File: src/design/line_follower_pid_drive_unit_defines.svh
// assertion helpers used by the drive unit datapath
`ifndef LINE_FOLLOWER_PID_DRIVE_UNIT_DEFINES_SVH
`define LINE_FOLLOWER_PID_DRIVE_UNIT_DEFINES_SVH

// same-cycle implication, clocked on aclk, off while in reset
`define LFPD_ASSERT_SAME(label, ante, cons, msg) \
    label: assert property (@(posedge aclk) disable iff (!aresetn) (ante) |-> (cons)) \
        else $error(msg);

// next-cycle implication, clocked on aclk, off while in reset
`define LFPD_ASSERT_NEXT(label, ante, cons, msg) \
    label: assert property (@(posedge aclk) disable iff (!aresetn) (ante) |=> (cons)) \
        else $error(msg);

`endif

File: src/design/lfpd_pkg.sv
`default_nettype none

package lfpd_pkg;

    localparam int SENSOR_COUNT = 8;
    localparam int DIV_BITS     = 40;
    localparam int CNT_W        = $clog2(DIV_BITS);

    localparam logic [2:0] REG_KP         = 3'd0;
    localparam logic [2:0] REG_KI         = 3'd1;
    localparam logic [2:0] REG_KD         = 3'd2;
    localparam logic [2:0] REG_HIGH_SPEED = 3'd3;
    localparam logic [2:0] REG_EDGE_DARK  = 3'd4;
    localparam logic [2:0] REG_HOLDOFF    = 3'd5;

    localparam logic [15:0] KP_RESET        = 16'd717;
    localparam logic [15:0] KI_RESET        = 16'd154;
    localparam logic [15:0] KD_RESET        = 16'd282;
    localparam logic [3:0]  EDGE_DARK_RESET = 4'd7;
    localparam logic [15:0] HOLDOFF_RESET   = 16'd240;

    localparam logic [6:0] RESTART_LEFT  = 7'd40;
    localparam logic [6:0] RESTART_RIGHT = 7'd45;
    localparam logic [6:0] DRIVE_MIN     = 7'd5;
    localparam logic [6:0] DRIVE_MAX     = 7'd80;
    localparam logic [6:0] LEFT_OFFSET   = 7'd43;
    localparam logic [6:0] RIGHT_OFFSET  = 7'd45;
    localparam logic [3:0] BASE_LOW      = 4'd5;
    localparam logic [3:0] BASE_HIGH     = 4'd10;

    localparam logic signed [6:0] WEIGHT [SENSOR_COUNT] =
        '{7'sd24, 7'sd16, 7'sd8, 7'sd0, 7'sd0, -7'sd8, -7'sd16, -7'sd24};

    typedef enum logic [2:0] {
        ST_IDLE,
        ST_MUL_ERR,
        ST_MUL_PID,
        ST_DIV_INIT,
        ST_DIV,
        ST_DRIVE,
        ST_FIN
    } lfpd_state_t;

    typedef struct packed {
        logic accept;
        logic mul_err;
        logic mul_pid;
        logic div_init;
        logic div_step;
        logic drive;
        logic emit;
    } ctrl_cmd_t;

    typedef struct packed {
        logic short_item;
        logic div_last;
        logic out_free;
    } dp_stat_t;

    function automatic logic signed [6:0] weighted_sum(input logic [SENSOR_COUNT-1:0] dark);
        logic signed [6:0] acc;
        acc = 7'sd0;
        for (int i = 0; i < SENSOR_COUNT; i++) begin
            if (dark[i]) begin
                acc = acc + WEIGHT[i];
            end
        end
        return acc;
    endfunction

    // q1.8 scale picked by dark count, unity at the ends
    function automatic logic [8:0] count_scale(input logic [3:0] cnt);
        logic [8:0] m;
        case (cnt)
            4'd2:    m = 9'd128;
            4'd3:    m = 9'd85;
            4'd4:    m = 9'd64;
            4'd5:    m = 9'd84;
            4'd6:    m = 9'd128;
            default: m = 9'd256;
        endcase
        return m;
    endfunction

    function automatic logic [6:0] clamp_drive(input logic signed [19:0] v);
        logic [6:0] r;
        if (v < $signed({13'd0, DRIVE_MIN})) begin
            r = DRIVE_MIN;
        end else if (v > $signed({13'd0, DRIVE_MAX})) begin
            r = DRIVE_MAX;
        end else begin
            r = v[6:0];
        end
        return r;
    endfunction

endpackage

`default_nettype wire

File: src/design/lfpd_ctrl.sv
`default_nettype none

module lfpd_ctrl (
    input  wire logic                aclk,
    input  wire logic                aresetn,
    input  wire logic                s_tvalid,
    output logic                     s_tready,
    input  wire lfpd_pkg::dp_stat_t  stat,
    output lfpd_pkg::ctrl_cmd_t      cmd
);
    import lfpd_pkg::*;

    lfpd_state_t state_reg;
    lfpd_state_t state_next;

    always_ff @(posedge aclk) begin
        if (!aresetn) begin
            state_reg <= ST_IDLE;
        end else begin
            state_reg <= state_next;
        end
    end

    always_comb begin
        state_next = state_reg;
        unique case (state_reg)
            ST_IDLE: begin
                if (s_tvalid) begin
                    state_next = stat.short_item ? ST_FIN : ST_MUL_ERR;
                end
            end
            ST_MUL_ERR:  state_next = ST_MUL_PID;
            ST_MUL_PID:  state_next = ST_DIV_INIT;
            ST_DIV_INIT: state_next = ST_DIV;
            ST_DIV: begin
                if (stat.div_last) begin
                    state_next = ST_DRIVE;
                end
            end
            ST_DRIVE:    state_next = ST_FIN;
            ST_FIN: begin
                if (stat.out_free) begin
                    state_next = ST_IDLE;
                end
            end
            default:     state_next = ST_IDLE;
        endcase
    end

    always_comb begin
        cmd      = '0;
        s_tready = 1'b0;
        unique case (state_reg)
            ST_IDLE: begin
                s_tready   = 1'b1;
                cmd.accept = s_tvalid;
            end
            ST_MUL_ERR:  cmd.mul_err  = 1'b1;
            ST_MUL_PID:  cmd.mul_pid  = 1'b1;
            ST_DIV_INIT: cmd.div_init = 1'b1;
            ST_DIV:      cmd.div_step = 1'b1;
            ST_DRIVE:    cmd.drive    = 1'b1;
            ST_FIN:      cmd.emit     = stat.out_free;
            default:     cmd          = '0;
        endcase
    end

endmodule

`default_nettype wire

File: src/design/lfpd_dp.sv
`default_nettype none
`include "line_follower_pid_drive_unit_defines.svh"

module lfpd_dp (
    input  wire logic                aclk,
    input  wire logic                aresetn,
    input  wire logic [7:0]          s_tdata,
    input  wire logic                s_tuser,
    output logic                     m_tvalid,
    input  wire logic                m_tready,
    output logic [23:0]              m_tdata,
    output logic [1:0]               m_tuser,
    input  wire logic                cfg_valid,
    output logic                     cfg_ready,
    input  wire logic [2:0]          cfg_index,
    input  wire logic [15:0]         cfg_data,
    input  wire lfpd_pkg::ctrl_cmd_t cmd,
    output lfpd_pkg::dp_stat_t       stat
);
    import lfpd_pkg::*;

    // configuration
    logic [15:0] kp_reg, ki_reg, kd_reg, holdoff_reg;
    logic        high_speed_reg;
    logic [3:0]  edge_dark_reg;

    // run state
    logic signed [31:0] err_sum_reg;
    logic signed [7:0]  last_err_reg;
    logic [15:0]        tse_reg;
    logic [3:0]         edge_cnt_reg;

    // working registers
    logic signed [6:0]  raw_reg;
    logic [8:0]         scale_reg;
    logic signed [7:0]  err_reg;
    logic signed [15:0] p_reg;
    logic signed [15:0] d_reg;
    logic signed [48:0] ki_prod_reg;
    logic               neg_reg;
    logic [DIV_BITS-1:0] num_reg;
    logic [15:0]        rem_reg;
    logic [CNT_W-1:0]   div_cnt_reg;

    // result and output registers
    logic [6:0] res_left_reg, res_right_reg;
    logic       res_drive_reg, res_edge_reg;
    logic [3:0] res_total_reg;
    logic       m_tvalid_reg;
    logic [6:0] out_left_reg, out_right_reg;
    logic       out_drive_reg, out_edge_reg;
    logic [3:0] out_total_reg;

    logic [7:0]  dark;
    logic [7:0]  run_ends;
    logic [3:0]  dark_cnt;
    logic        one_run;
    logic [15:0] tse_inc;
    logic [3:0]  edge_inc;
    logic        is_edge;

    logic signed [16:0] err_prod, err_sh;
    logic signed [24:0] p_prod, p_sh;
    logic signed [8:0]  err_diff;
    logic signed [25:0] d_prod, d_sh;
    logic signed [48:0] ki_prod;
    logic [48:0]        prod_mag;
    logic [16:0]        rem_sh, rem_sub;
    logic               fits;
    logic [16:0]        q_sat;
    logic signed [19:0] ii, left_sum, right_sum, p_ext, d_ext;
    logic [3:0]         base;
    logic signed [32:0] sum_wide;
    logic signed [31:0] sum_sat;

    assign dark     = ~s_tdata;
    assign run_ends = dark & ~{1'b0, dark[7:1]};
    assign one_run  = (run_ends & (run_ends - 8'd1)) == 8'd0;
    assign dark_cnt = 4'($countones(dark));
    assign tse_inc  = (&tse_reg) ? tse_reg : tse_reg + 16'd1;
    assign edge_inc = (&edge_cnt_reg) ? edge_cnt_reg : edge_cnt_reg + 4'd1;
    assign is_edge  = (dark_cnt >= edge_dark_reg) && one_run && (tse_inc > holdoff_reg);

    assign err_prod = raw_reg * $signed({1'b0, scale_reg});
    assign err_sh   = err_prod[16] ? (err_prod + 17'sd255) >>> 8 : err_prod >>> 8;

    assign p_prod   = err_reg * $signed({1'b0, kp_reg});
    assign p_sh     = p_prod[24] ? (p_prod + 25'sd255) >>> 8 : p_prod >>> 8;
    assign err_diff = $signed({err_reg[7], err_reg}) - $signed({last_err_reg[7], last_err_reg});
    assign d_prod   = err_diff * $signed({1'b0, kd_reg});
    assign d_sh     = d_prod[25] ? (d_prod + 26'sd255) >>> 8 : d_prod >>> 8;
    assign ki_prod  = err_sum_reg * $signed({1'b0, ki_reg});

    assign prod_mag = ki_prod_reg[48] ? 49'(-ki_prod_reg) : 49'(ki_prod_reg);

    assign rem_sh  = {rem_reg, num_reg[DIV_BITS-1]};
    assign fits    = rem_sh >= {1'b0, tse_reg};
    assign rem_sub = fits ? rem_sh - {1'b0, tse_reg} : rem_sh;

    // beyond this magnitude the drives clamp regardless
    assign q_sat  = (|num_reg[DIV_BITS-1:17]) ? '1 : num_reg[16:0];
    assign ii     = neg_reg ? -$signed({3'b0, q_sat}) : $signed({3'b0, q_sat});
    assign base   = high_speed_reg ? BASE_HIGH : BASE_LOW;
    assign p_ext  = $signed({{4{p_reg[15]}}, p_reg});
    assign d_ext  = $signed({{4{d_reg[15]}}, d_reg});
    assign left_sum  = $signed({13'd0, LEFT_OFFSET}) + $signed({16'd0, base})
                     + p_ext - ii + d_ext;
    assign right_sum = $signed({13'd0, RIGHT_OFFSET}) + $signed({16'd0, base})
                     - p_ext + ii - d_ext;

    assign sum_wide = $signed({err_sum_reg[31], err_sum_reg})
                    + $signed({{25{err_reg[7]}}, err_reg});
    always_comb begin
        if (sum_wide[32] != sum_wide[31]) begin
            sum_sat = sum_wide[32] ? 32'sh8000_0000 : 32'sh7fff_ffff;
        end else begin
            sum_sat = sum_wide[31:0];
        end
    end

    assign stat.short_item = s_tuser || is_edge;
    assign stat.div_last   = div_cnt_reg == CNT_W'(DIV_BITS - 1);
    assign stat.out_free   = !m_tvalid_reg || m_tready;

    // configuration, control and run state
    always_ff @(posedge aclk) begin
        if (!aresetn) begin
            kp_reg         <= KP_RESET;
            ki_reg         <= KI_RESET;
            kd_reg         <= KD_RESET;
            high_speed_reg <= 1'b0;
            edge_dark_reg  <= EDGE_DARK_RESET;
            holdoff_reg    <= HOLDOFF_RESET;
            err_sum_reg    <= '0;
            last_err_reg   <= '0;
            tse_reg        <= '0;
            edge_cnt_reg   <= '0;
            div_cnt_reg    <= '0;
            m_tvalid_reg   <= 1'b0;
        end else begin
            if (cfg_valid) begin
                case (cfg_index)
                    REG_KP:         kp_reg         <= cfg_data;
                    REG_KI:         ki_reg         <= cfg_data;
                    REG_KD:         kd_reg         <= cfg_data;
                    REG_HIGH_SPEED: high_speed_reg <= cfg_data[0];
                    REG_EDGE_DARK:  edge_dark_reg  <= cfg_data[3:0];
                    REG_HOLDOFF:    holdoff_reg    <= cfg_data;
                    default:        ;
                endcase
            end
            if (cmd.accept) begin
                if (s_tuser) begin
                    err_sum_reg  <= '0;
                    last_err_reg <= '0;
                    tse_reg      <= '0;
                    edge_cnt_reg <= '0;
                end else if (is_edge) begin
                    err_sum_reg  <= '0;
                    tse_reg      <= '0;
                    edge_cnt_reg <= edge_inc;
                end else begin
                    tse_reg <= tse_inc;
                end
            end
            if (cmd.div_init) begin
                div_cnt_reg <= '0;
            end else if (cmd.div_step) begin
                div_cnt_reg <= div_cnt_reg + CNT_W'(1);
            end
            if (cmd.drive) begin
                err_sum_reg  <= sum_sat;
                last_err_reg <= err_reg;
            end
            if (cmd.emit) begin
                m_tvalid_reg <= 1'b1;
            end else if (m_tready) begin
                m_tvalid_reg <= 1'b0;
            end
        end
    end

    // datapath payload
    always_ff @(posedge aclk) begin
        if (cmd.accept) begin
            raw_reg   <= weighted_sum(dark);
            scale_reg <= count_scale(dark_cnt);
            if (s_tuser) begin
                res_left_reg  <= RESTART_LEFT;
                res_right_reg <= RESTART_RIGHT;
                res_drive_reg <= 1'b1;
                res_edge_reg  <= 1'b0;
                res_total_reg <= '0;
            end else begin
                res_left_reg  <= '0;
                res_right_reg <= '0;
                res_drive_reg <= 1'b0;
                res_edge_reg  <= 1'b1;
                res_total_reg <= edge_inc;
            end
        end
        if (cmd.mul_err) begin
            err_reg <= err_sh[7:0];
        end
        if (cmd.mul_pid) begin
            p_reg       <= p_sh[15:0];
            d_reg       <= d_sh[15:0];
            ki_prod_reg <= ki_prod;
        end
        if (cmd.div_init) begin
            neg_reg <= ki_prod_reg[48];
            num_reg <= prod_mag[47:8];
            rem_reg <= '0;
        end
        if (cmd.div_step) begin
            rem_reg <= rem_sub[15:0];
            num_reg <= {num_reg[DIV_BITS-2:0], fits};
        end
        if (cmd.drive) begin
            res_left_reg  <= clamp_drive(left_sum);
            res_right_reg <= clamp_drive(right_sum);
            res_drive_reg <= 1'b1;
            res_edge_reg  <= 1'b0;
            res_total_reg <= edge_cnt_reg;
        end
        if (cmd.emit) begin
            out_left_reg  <= res_left_reg;
            out_right_reg <= res_right_reg;
            out_drive_reg <= res_drive_reg;
            out_edge_reg  <= res_edge_reg;
            out_total_reg <= res_total_reg;
        end
    end

    assign cfg_ready = 1'b1;
    assign m_tvalid  = m_tvalid_reg;
    assign m_tdata   = {6'd0, out_total_reg, out_right_reg, out_left_reg};
    assign m_tuser   = {out_edge_reg, out_drive_reg};

    `LFPD_ASSERT_NEXT(a_restart_clears, cmd.accept && s_tuser, (edge_cnt_reg == 4'd0) && (err_sum_reg == 32'sd0) && (tse_reg == 16'd0), "restart left run state behind")
    `LFPD_ASSERT_SAME(a_div_nonzero, cmd.div_step, tse_reg != 16'd0, "integral divisor is zero")
    `LFPD_ASSERT_SAME(a_drive_range, m_tvalid_reg && out_drive_reg, (out_left_reg >= DRIVE_MIN) && (out_left_reg <= DRIVE_MAX) && (out_right_reg >= DRIVE_MIN) && (out_right_reg <= DRIVE_MAX), "drive beat out of range")
    `LFPD_ASSERT_SAME(a_edge_blank, m_tvalid_reg && out_edge_reg, !out_drive_reg && (out_left_reg == 7'd0) && (out_right_reg == 7'd0), "edge beat carries drives")

endmodule

`default_nettype wire

File: src/design/line_follower_pid_drive_unit.sv
// Line follower PID drive unit. Each input beat carries the eight sensor bits
// (0 = dark) and a restart flag; each produces exactly one output beat with the
// left and right drives, drive/edge flags and the edge count. A normal tick
// runs the error multiply, the PID multiply, the divide set-up, the divide and
// the drive step in order, then waits for the output register to be free; the
// input is ready again once the result is placed there. The restoring divide
// of the integral term by the ticks since the last edge runs one quotient bit
// per cycle on a shared subtractor. Restart and cross-line edge ticks skip the
// arithmetic and go straight to the output register. Results sit in an output
// register, so the unit holds one item in flight while the previous result
// waits to be taken. Configuration writes (index 0..5, others ignored) are
// always ready and are meant to happen only while the unit is idle.
`default_nettype none

module line_follower_pid_drive_unit (
    input  wire logic        aclk,
    input  wire logic        aresetn,
    input  wire logic        s_tvalid,
    output logic             s_tready,
    input  wire logic [7:0]  s_tdata,   // sensor_bits
    input  wire logic        s_tuser,   // restart
    output logic             m_tvalid,
    input  wire logic        m_tready,
    output logic [23:0]      m_tdata,   // left_drive, right_drive, edge_total, zero pad
    output logic [1:0]       m_tuser,   // drive_valid, edge_seen
    input  wire logic        cfg_valid,
    output logic             cfg_ready,
    input  wire logic [2:0]  cfg_index,
    input  wire logic [15:0] cfg_data
);
    import lfpd_pkg::*;

    ctrl_cmd_t cmd;
    dp_stat_t  stat;

    lfpd_ctrl u_ctrl (
        .aclk     (aclk),
        .aresetn  (aresetn),
        .s_tvalid (s_tvalid),
        .s_tready (s_tready),
        .stat     (stat),
        .cmd      (cmd)
    );

    lfpd_dp u_dp (
        .aclk      (aclk),
        .aresetn   (aresetn),
        .s_tdata   (s_tdata),
        .s_tuser   (s_tuser),
        .m_tvalid  (m_tvalid),
        .m_tready  (m_tready),
        .m_tdata   (m_tdata),
        .m_tuser   (m_tuser),
        .cfg_valid (cfg_valid),
        .cfg_ready (cfg_ready),
        .cfg_index (cfg_index),
        .cfg_data  (cfg_data),
        .cmd       (cmd),
        .stat      (stat)
    );

endmodule

`default_nettype wire

File: config.mk
export PLATFORM = sky130hd
export DESIGN_NAME = line_follower_pid_drive_unit
export DESIGN_NICKNAME = d
export VERILOG_FILES = /design/src/design/lfpd_pkg.sv /design/src/design/lfpd_ctrl.sv /design/src/design/lfpd_dp.sv /design/src/design/line_follower_pid_drive_unit.sv
export VERILOG_INCLUDE_DIRS = /design/src /design/src/design
export SDC_FILE = /design/constraint.sdc
export NUM_CORES = 2
export LEC_CHECK = 0
export BUFFER_PORTS_ARGS = -buffer_cell sky130_fd_sc_hd__clkbuf_2
export CAP_MARGIN = 10
export CELL_PAD_IN_SITES_DETAIL_PLACEMENT = 2
export CELL_PAD_IN_SITES_GLOBAL_PLACEMENT = 2
export CORE_MARGIN = 2
export CORE_UTILIZATION = 38
export CTS_CLUSTER_DIAMETER = 200
export DETAILED_ROUTE_END_ITERATION = 7
export PLACE_DENSITY = 0.82
export SLEW_MARGIN = 25
export SYNTH_ARGS = -nofsm -noshare
export SYNTH_HDL_FRONTEND = slang
export SYNTH_SLANG_ARGS = --single-unit
File: constraint.sdc
create_clock -name aclk -period 7.3 [get_ports aclk]
set_input_delay 1.095 -clock aclk [delete_from_list [all_inputs] [get_ports aclk]]
set_output_delay 1.095 -clock aclk [all_outputs]
set_load 0.02 [all_outputs]
# Word-level counts from Yosys, hierarchy flattened
# Index checks and enable logic that the tools add are counted.
# W data, S select, Z words.
[word_totals]
output_inout_bits = 29
memories = 0
mem_bits_ro = 0
latch_bits = 0
elab_cells = 199
register_bits = 341
mem_bits_rw = 0
input_bits = 33
[classes]
n_addsub = 32
n_reduce_logical = 29
eq_ne = 21
shift = 0
n_div = 0
n_bitwise = 5
mul = 4
muxes = 69
n_lt_le_gt_ge = 7
[op_table]
columns = ["cell", "n"]
rows = [
  ["$mux W32", 6],
  ["$mux W16", 8],
  ["$mux W7", 18],
  ["$mux W40", 2],
  ["$mul A32 B17 Y49", 1],
  ["$add A24 B9 Y24 const B", 2],
  ["$mux W48", 1],
  ["$neg A48 Y48", 1],
  ["$gt A20 B8 Y1 const B", 2],
  ["$lt A20 B4 Y1 const B", 2],
  ["$pmux W9 S4", 1],
  ["$add A32 B8 Y33", 1],
  ["$mux W8", 4],
  ["$mux W4", 7],
  ["$mul A9 B17 Y26", 1],
  ["$mul A8 B17 Y25", 1],
  ["$reduce_or A23 Y1", 1],
  ["$pmux W3 S7", 1],
  ["$add A20 B16 Y20", 1],
  ["$add A20 B20 Y20", 1],
  ["$mux W20", 1],
  ["$neg A17 Y20", 1],
  ["$sub A20 B16 Y20", 1],
  ["$sub A20 B20 Y20", 1],
  ["other kinds (49)", 101],
]

# Longest topological paths before layout
[depth]
ltp_word = 17
ltp_mapped = 33
depth_no_buf = 30

# Modules after synthesis
# Synthesis repeated with hierarchy kept, for this count alone.
[unflattened]
cells_unflattened = 5483
area_unflattened_um2 = 49505.0
[by_module_without_submodules]
columns = ["module", "instances", "seq_area_each_um2", "cells_per_inst", "area_per_inst_um2"]
rows = [
  ["lfpd_dp", 1, 8558.2, 5453, 49238.5],
  ["lfpd_ctrl", 1, 60.1, 30, 266.5],
]

# Worst setup path after synthesis
# No wires, ideal clock.
[synth_timing]
path_kind = "register to register"
start = "reg u_dp.err_reg[0]"
end = "reg u_dp.d_reg[10], data pin"
stages_incl_launch_ff = 34
setup_slack_ns = -0.695
arrival_ns = 7.729
period_less_slack_ns = 7.995
t_required_ns = 7.034
setup_time_ns = 0.266
path_buffers = 3
cell_sequence = "edfxtp_1 > clkbuf_1 > inv_1 > ha_1 > fa_1 > nor2b_1 > o21ai_0 > nand2b_1 > a21o_1 > a21o_1 > a211oi_1 > mux2i_1 > clkbuf_1 > nor2_1 > fa_1 > inv_1 > fa_1 > inv_1 > fa_1 > inv_1 > fa_1 > inv_1 > ha_1 > ha_1 > a21o_1 > a21o_1 > a21oi_1 > a211o_1 > and4b_1 > o211ai_1 > or3b_2 > clkbuf_1 > nor3_1 > xor2_1"
[synth_between]
elab_chain_len = 4
[synth_lines]
columns = ["item", "line", "rtl"]
rows = [
  ["from (decl)", "lfpd_dp.sv:36", "logic signed [7:0] err_reg;"],
  ["from (signal assigned)", "lfpd_dp.sv:203", "err_reg <= err_sh[7:0];"],
  ["$sub A8 B8 Y9 (*)", "lfpd_dp.sv:89", "assign err_diff = $signed({err_reg[7], err_reg}) - $signed({last_err_reg[7], last_err_reg});"],
  ["$mul A9 B17 Y26 (*)", "lfpd_dp.sv:90", "assign d_prod = err_diff * $signed({1'b0, kd_reg});"],
  ["$add A24 B9 Y24", "lfpd_dp.sv:91", "assign d_sh = d_prod[25] ? (d_prod + 26'sd255) >>> 8 : d_prod >>> 8;"],
  ["$mux W16 (*)", "lfpd_dp.sv:91", ""],
  ["via u_dp.d_sh[10]", "lfpd_dp.sv:65", "logic signed [25:0] d_prod, d_sh;"],
  ["to (signal assigned)", "lfpd_dp.sv:207", "d_reg <= d_sh[15:0];"],
  ["to (decl)", "lfpd_dp.sv:38", "logic signed [15:0] d_reg;"],
]
# Mark *: on every way through the listed nets, which the timed path passes. The rest lies on a longest branch.
# A chain may end at the register's enable or synchronous reset.

# Worst setup path after layout
[layout_timing]
start = "reg u_dp.last_err_reg[1]"
end = "reg u_dp.d_reg[13], data pin"
[layout_between]
elab_chain_len = 4
[layout_lines]
columns = ["item", "line", "rtl"]
rows = [
  ["from (decl)", "lfpd_dp.sv:29", "logic signed [7:0] last_err_reg;"],
  ["from (signal assigned)", "lfpd_dp.sv:173", "last_err_reg <= err_reg;"],
  ["$sub A8 B8 Y9 (*)", "lfpd_dp.sv:89", ""],
  ["$mul A9 B17 Y26 (*)", "lfpd_dp.sv:90", ""],
  ["$add A24 B9 Y24", "lfpd_dp.sv:91", ""],
  ["$mux W16 (*)", "lfpd_dp.sv:91", ""],
  ["via u_dp.d_sh[13]", "lfpd_dp.sv:65", ""],
]
# Marked as above.

==> metrics.md <==
| Metric | Value |
|---|---|
| Status | complete, but fails checks |
| Avg Inst Size Synth | 8.90 sq um |
| Total global routing overflow | 0 |
| Die X | ~370 microns |
| TNS Setup | -3.47 ns |
| Worst skew pair latency | 0.67 ns |
| Number of synthesized flops with an enable pin | 193 |
| Vias in the first global route | 49576 |
| Synth Area in XOR/XNOR | 0.0516 |
| Post-route ant nets | 0 |
| GP Congestion | 0.870 |
| DRT iter0 DRCs | 2237 |
| Per-cell routed wire length | around 26 microns |
| Logic pwr share | 0.809 |
| Root Driver | clkbuf_16 |
| CP peak stage delay | 0.56 ns |
| Net Sw Power | 16500 uW |
| Relative slew slack | 0.349 |
| Most instantiated cells after synthesis | inv_1 (974), nand2_1 (743), fa_1 (725), ha_1 (419), and2_1 (366) |
| Synthesized area | 0.0498 sq mm |
| Netlist cell types | 89 |
| Maximum clock frequency | 128 MHz |
| Worst path bufs/invs | 4 |
| Post-synthesis mux area share | 0.00640 |
| Sink Count | between 300 and 400 |
| Yosys reg bits | 334 |
| Post-Route WL | between 150000 and 200000 microns |
| Simple-Gate Fraction of Synth Area | 0.176 |
| CP top delay family | adder cells |
| Ys flop type | edfxtp_1 |
| Vias/cell | 5.58 |
| Async SR Flop Fraction | 0 |
| Placed Cells | around 7400 |
| Share of layout cells above drive strength 1 | 0.0857 |
| Final hold viol count | 0 |
| Endpoint type of the worst setup path | register |
| Layout area overhead | 10.9% |
| Worst Setup Start Kind | register |
| Critical Path Fanout Max | 6 |
| # setup viols final | 14 |
| PD cells | 544 mW/mm^2 |
| Reg clk slew, reported paths | 0.06 ns |
| Violated checks | negative setup slack |
| Leak | 0.0251 uW |
| Detailed-route via count | about 42000 |
| Most common cell in the netlist | inv_1 |
| CP Data Arrival Time | slightly above 8 ns |
| Sequential area share after synthesis | 0.173 |
| Total Die Area | 0.134 sq mm |
| Cells after Synth | 5599 |
| Most frequent CP cell | fa_1 |
| Compound-gate portion of the synthesized area | 0.106 |
| Clock tree buffer depth | 3 |
| GRT Total Usage | 0.280 |
| Minimum clock period | 7.81 ns |
| Synth area leaders | fa_1 (29%), edfxtp_1 (12%), ha_1 (11%) |
| Fin crit share | 1.07 |
| CTS buffer count | 46 |
| Clock share of power | 0.080 |
| Synth area leader | fa_1 |
| Critical path type | reg2reg |
| Largest family of logic cells by synthesized area | adder cells |
| RSZ-0062 raised after global routing | yes |
| Initial antenna violation count | 4 |
| DRC | 0 |
| Peak VDD IR | 1040 uV |
| Final worst slack | -0.512 ns |
| First-pass GRT wire length | 293000 microns |
| Finished Layout Cells | 7476 |
| Largest net degree at the start of global routing | between 80 and 90 |
| Max-cap violations | 0 |
| Detailed Routing Iterations Pass 1 | 5 |
| Least-Margin Pin Slew | about 0.97 ns |
| Layout Nets | between 6000 and 7000 |
| Effective utilization at floorplan | 0.384 |
| Num ports | 62 |
| H-tree depth | 2 |
| Sequential Power Share | 0.111 |
| Clock skew | 0.0685 ns |
| FP Rows | 132 |
| Final Core Density | 0.426 |
| Die height | 366 microns |
| Max FFs per register | 49 |
| Port Buffers | 54 |
| Synth warnings | 0 |
| Sw Ratio | 0.548 |
| CP max stage cell | fa_1 |
| Share of the synthesized area in the top cell type | 0.291 |
| Core area | between 0.1 and 0.15 sq mm |
| Cell Int Power | 13600 uW |
| Worst Path Required | around 7.7 ns |
| Worst min path class | reg2reg |
| Adder-cell area share of the yosys netlist | 0.397 |
| Post-DP HPWL | 146000 microns |
| CTS tree | done |
| Max-slew violation count | 0 |
==> worst register-to-register path, delay by kind of cell (launching register included) <==
family / cells / cell delay (ns)
AND/OR/NAND/NOR: 7 / 1.32
flip-flops: 1 / 0.39
AO/OA/AOI/OAI: 8 / 1.50
adder cells (fa/ha/maj): 7 / 3.15
buffers and inverters: 4 / 0.62
XOR/XNOR: 3 / 0.61
==> layout by cell type (no fill, tap or decap), types with 13 or more instances in the layout <==
| cell | synthesis | final |
|---|---|---|
| o211ai_1 | 23 | 23 |
| fa_1 | 725 | 723 |
| nor4_1 | 22 | 18 |
| o21bai_1 | 23 | 23 |
| a21o_1 | 84 | 84 |
| nand3_1 | 80 | 80 |
| a21oi_1 | 228 | 219 |
| o31ai_1 | 16 | 13 |
| clkbuf_2 | 0 | 54 |
| buf_4 | 9 | 185 |
| edfxtp_1 | 193 | 193 |
| and2_1 | 366 | 362 |
| nand4_1 | 26 | 26 |
| mux2i_1 | 24 | 23 |
| a211oi_1 | 36 | 30 |
| a221o_1 | 27 | 27 |
| nor2_1 | 236 | 229 |
| nor3b_1 | 18 | 13 |
| inv_1 | 974 | 966 |
| dfxtp_1 | 141 | 131 |
| nor2b_1 | 27 | 25 |
| or2_2 | 21 | 21 |
| o22ai_1 | 18 | 17 |
| nand2_1 | 743 | 739 |
| xor2_1 | 126 | 123 |
| or3_1 | 33 | 32 |
| xnor2_1 | 165 | 163 |
| a21boi_0 | 15 | 14 |
| ha_1 | 419 | 403 |
| a31oi_1 | 26 | 26 |
| clkbuf_16 | 0 | 49 |
| o21ai_0 | 168 | 157 |
| a22oi_1 | 17 | 17 |
| nor3_1 | 58 | 48 |
| o21a_1 | 32 | 32 |
| and3_1 | 31 | 31 |
| a211o_1 | 15 | 15 |
| nand2b_1 | 78 | 75 |
| nand3b_1 | 16 | 16 |
==> layout make-up <==
class | count | area (sq um)
diodes | 2 | 5.00
repair buffers | 252 | 1830
clock inverters | 22 | 221
fillers | 14186 | 74600
well taps | 1742 | 2180
multi-input cells | 4086 | 37400
inverters | 975 | 3660
clock buffers | 63 | 1370
flip-flops and latches | 334 | 8630
==> worst paths after layout <==
kind                   startpoint                    to  slack [ns]  cells after the start
max          u_dp.last_err_reg[1]        u_dp.d_reg[13]       -0.51                     29
min          u_dp.res_left_reg[0]  u_dp.out_left_reg[0]        0.42                      0
max reg2reg  u_dp.last_err_reg[1]        u_dp.d_reg[13]       -0.51                     29
min reg2reg  u_dp.res_left_reg[0]  u_dp.out_left_reg[0]        0.42                      0
==> through the flow <==
step                      hold WS, ns  cell area, sq um  worst slack [ns]  power, uW
after global placement          0.405             52900             0.118      22800
after floorplan                 0.400             50000          0.000292      16700
final                           0.419             55300            -0.512      30100
after global routing            0.427             55300            -0.663      31700
after CTS                       0.421             54700           0.00257      27300
after detailed placement        0.406             52900            -0.342      24400
==> cell families (layout without fill, tap and decap cells) <==
logic type	after synthesis	count (layout)
fa+ha+maj	1145	1145
xor+xnor	292	292
other cells	2	9
buf+inv	1184	1312
simple gates	1798	1798
flops	334	334
compound gates	813	813
mux	31	31
==> per-layer routing <==
metal / global-route usage / vias to the layer above / wire (microns)
li1: - / 18146 / -
met2: 0.527 / 1118 / 102000
met4: 0.156 / 4 / 13200
met3: 0.0319 / 609 / 6920
met1: 0.303 / 21854 / 71600
met5: 0 / - / 28
==> power by group through the flow <==
stage          clock network (uW)  logic [uW]  registers (uW)
3_3_place_gp                    0       19500            3310
5_1_grt                      2530       25900            3360
4_1_cts                      2460       21500            3310
3_5_place_dp                    0       21000            3330
6_report                     2420       24300            3330
2_1_floorplan                   0       13600            3150
==> what timing repair did <==
item	CTS	global route
setup buffers	17	14
gates cloned	1	2
hold buffers	0	0
resized for setup	21	96
pin swaps	15	39
endpoints found under the setup margin	14	38
No activity file was read; power rests on OpenSTA's default activity.
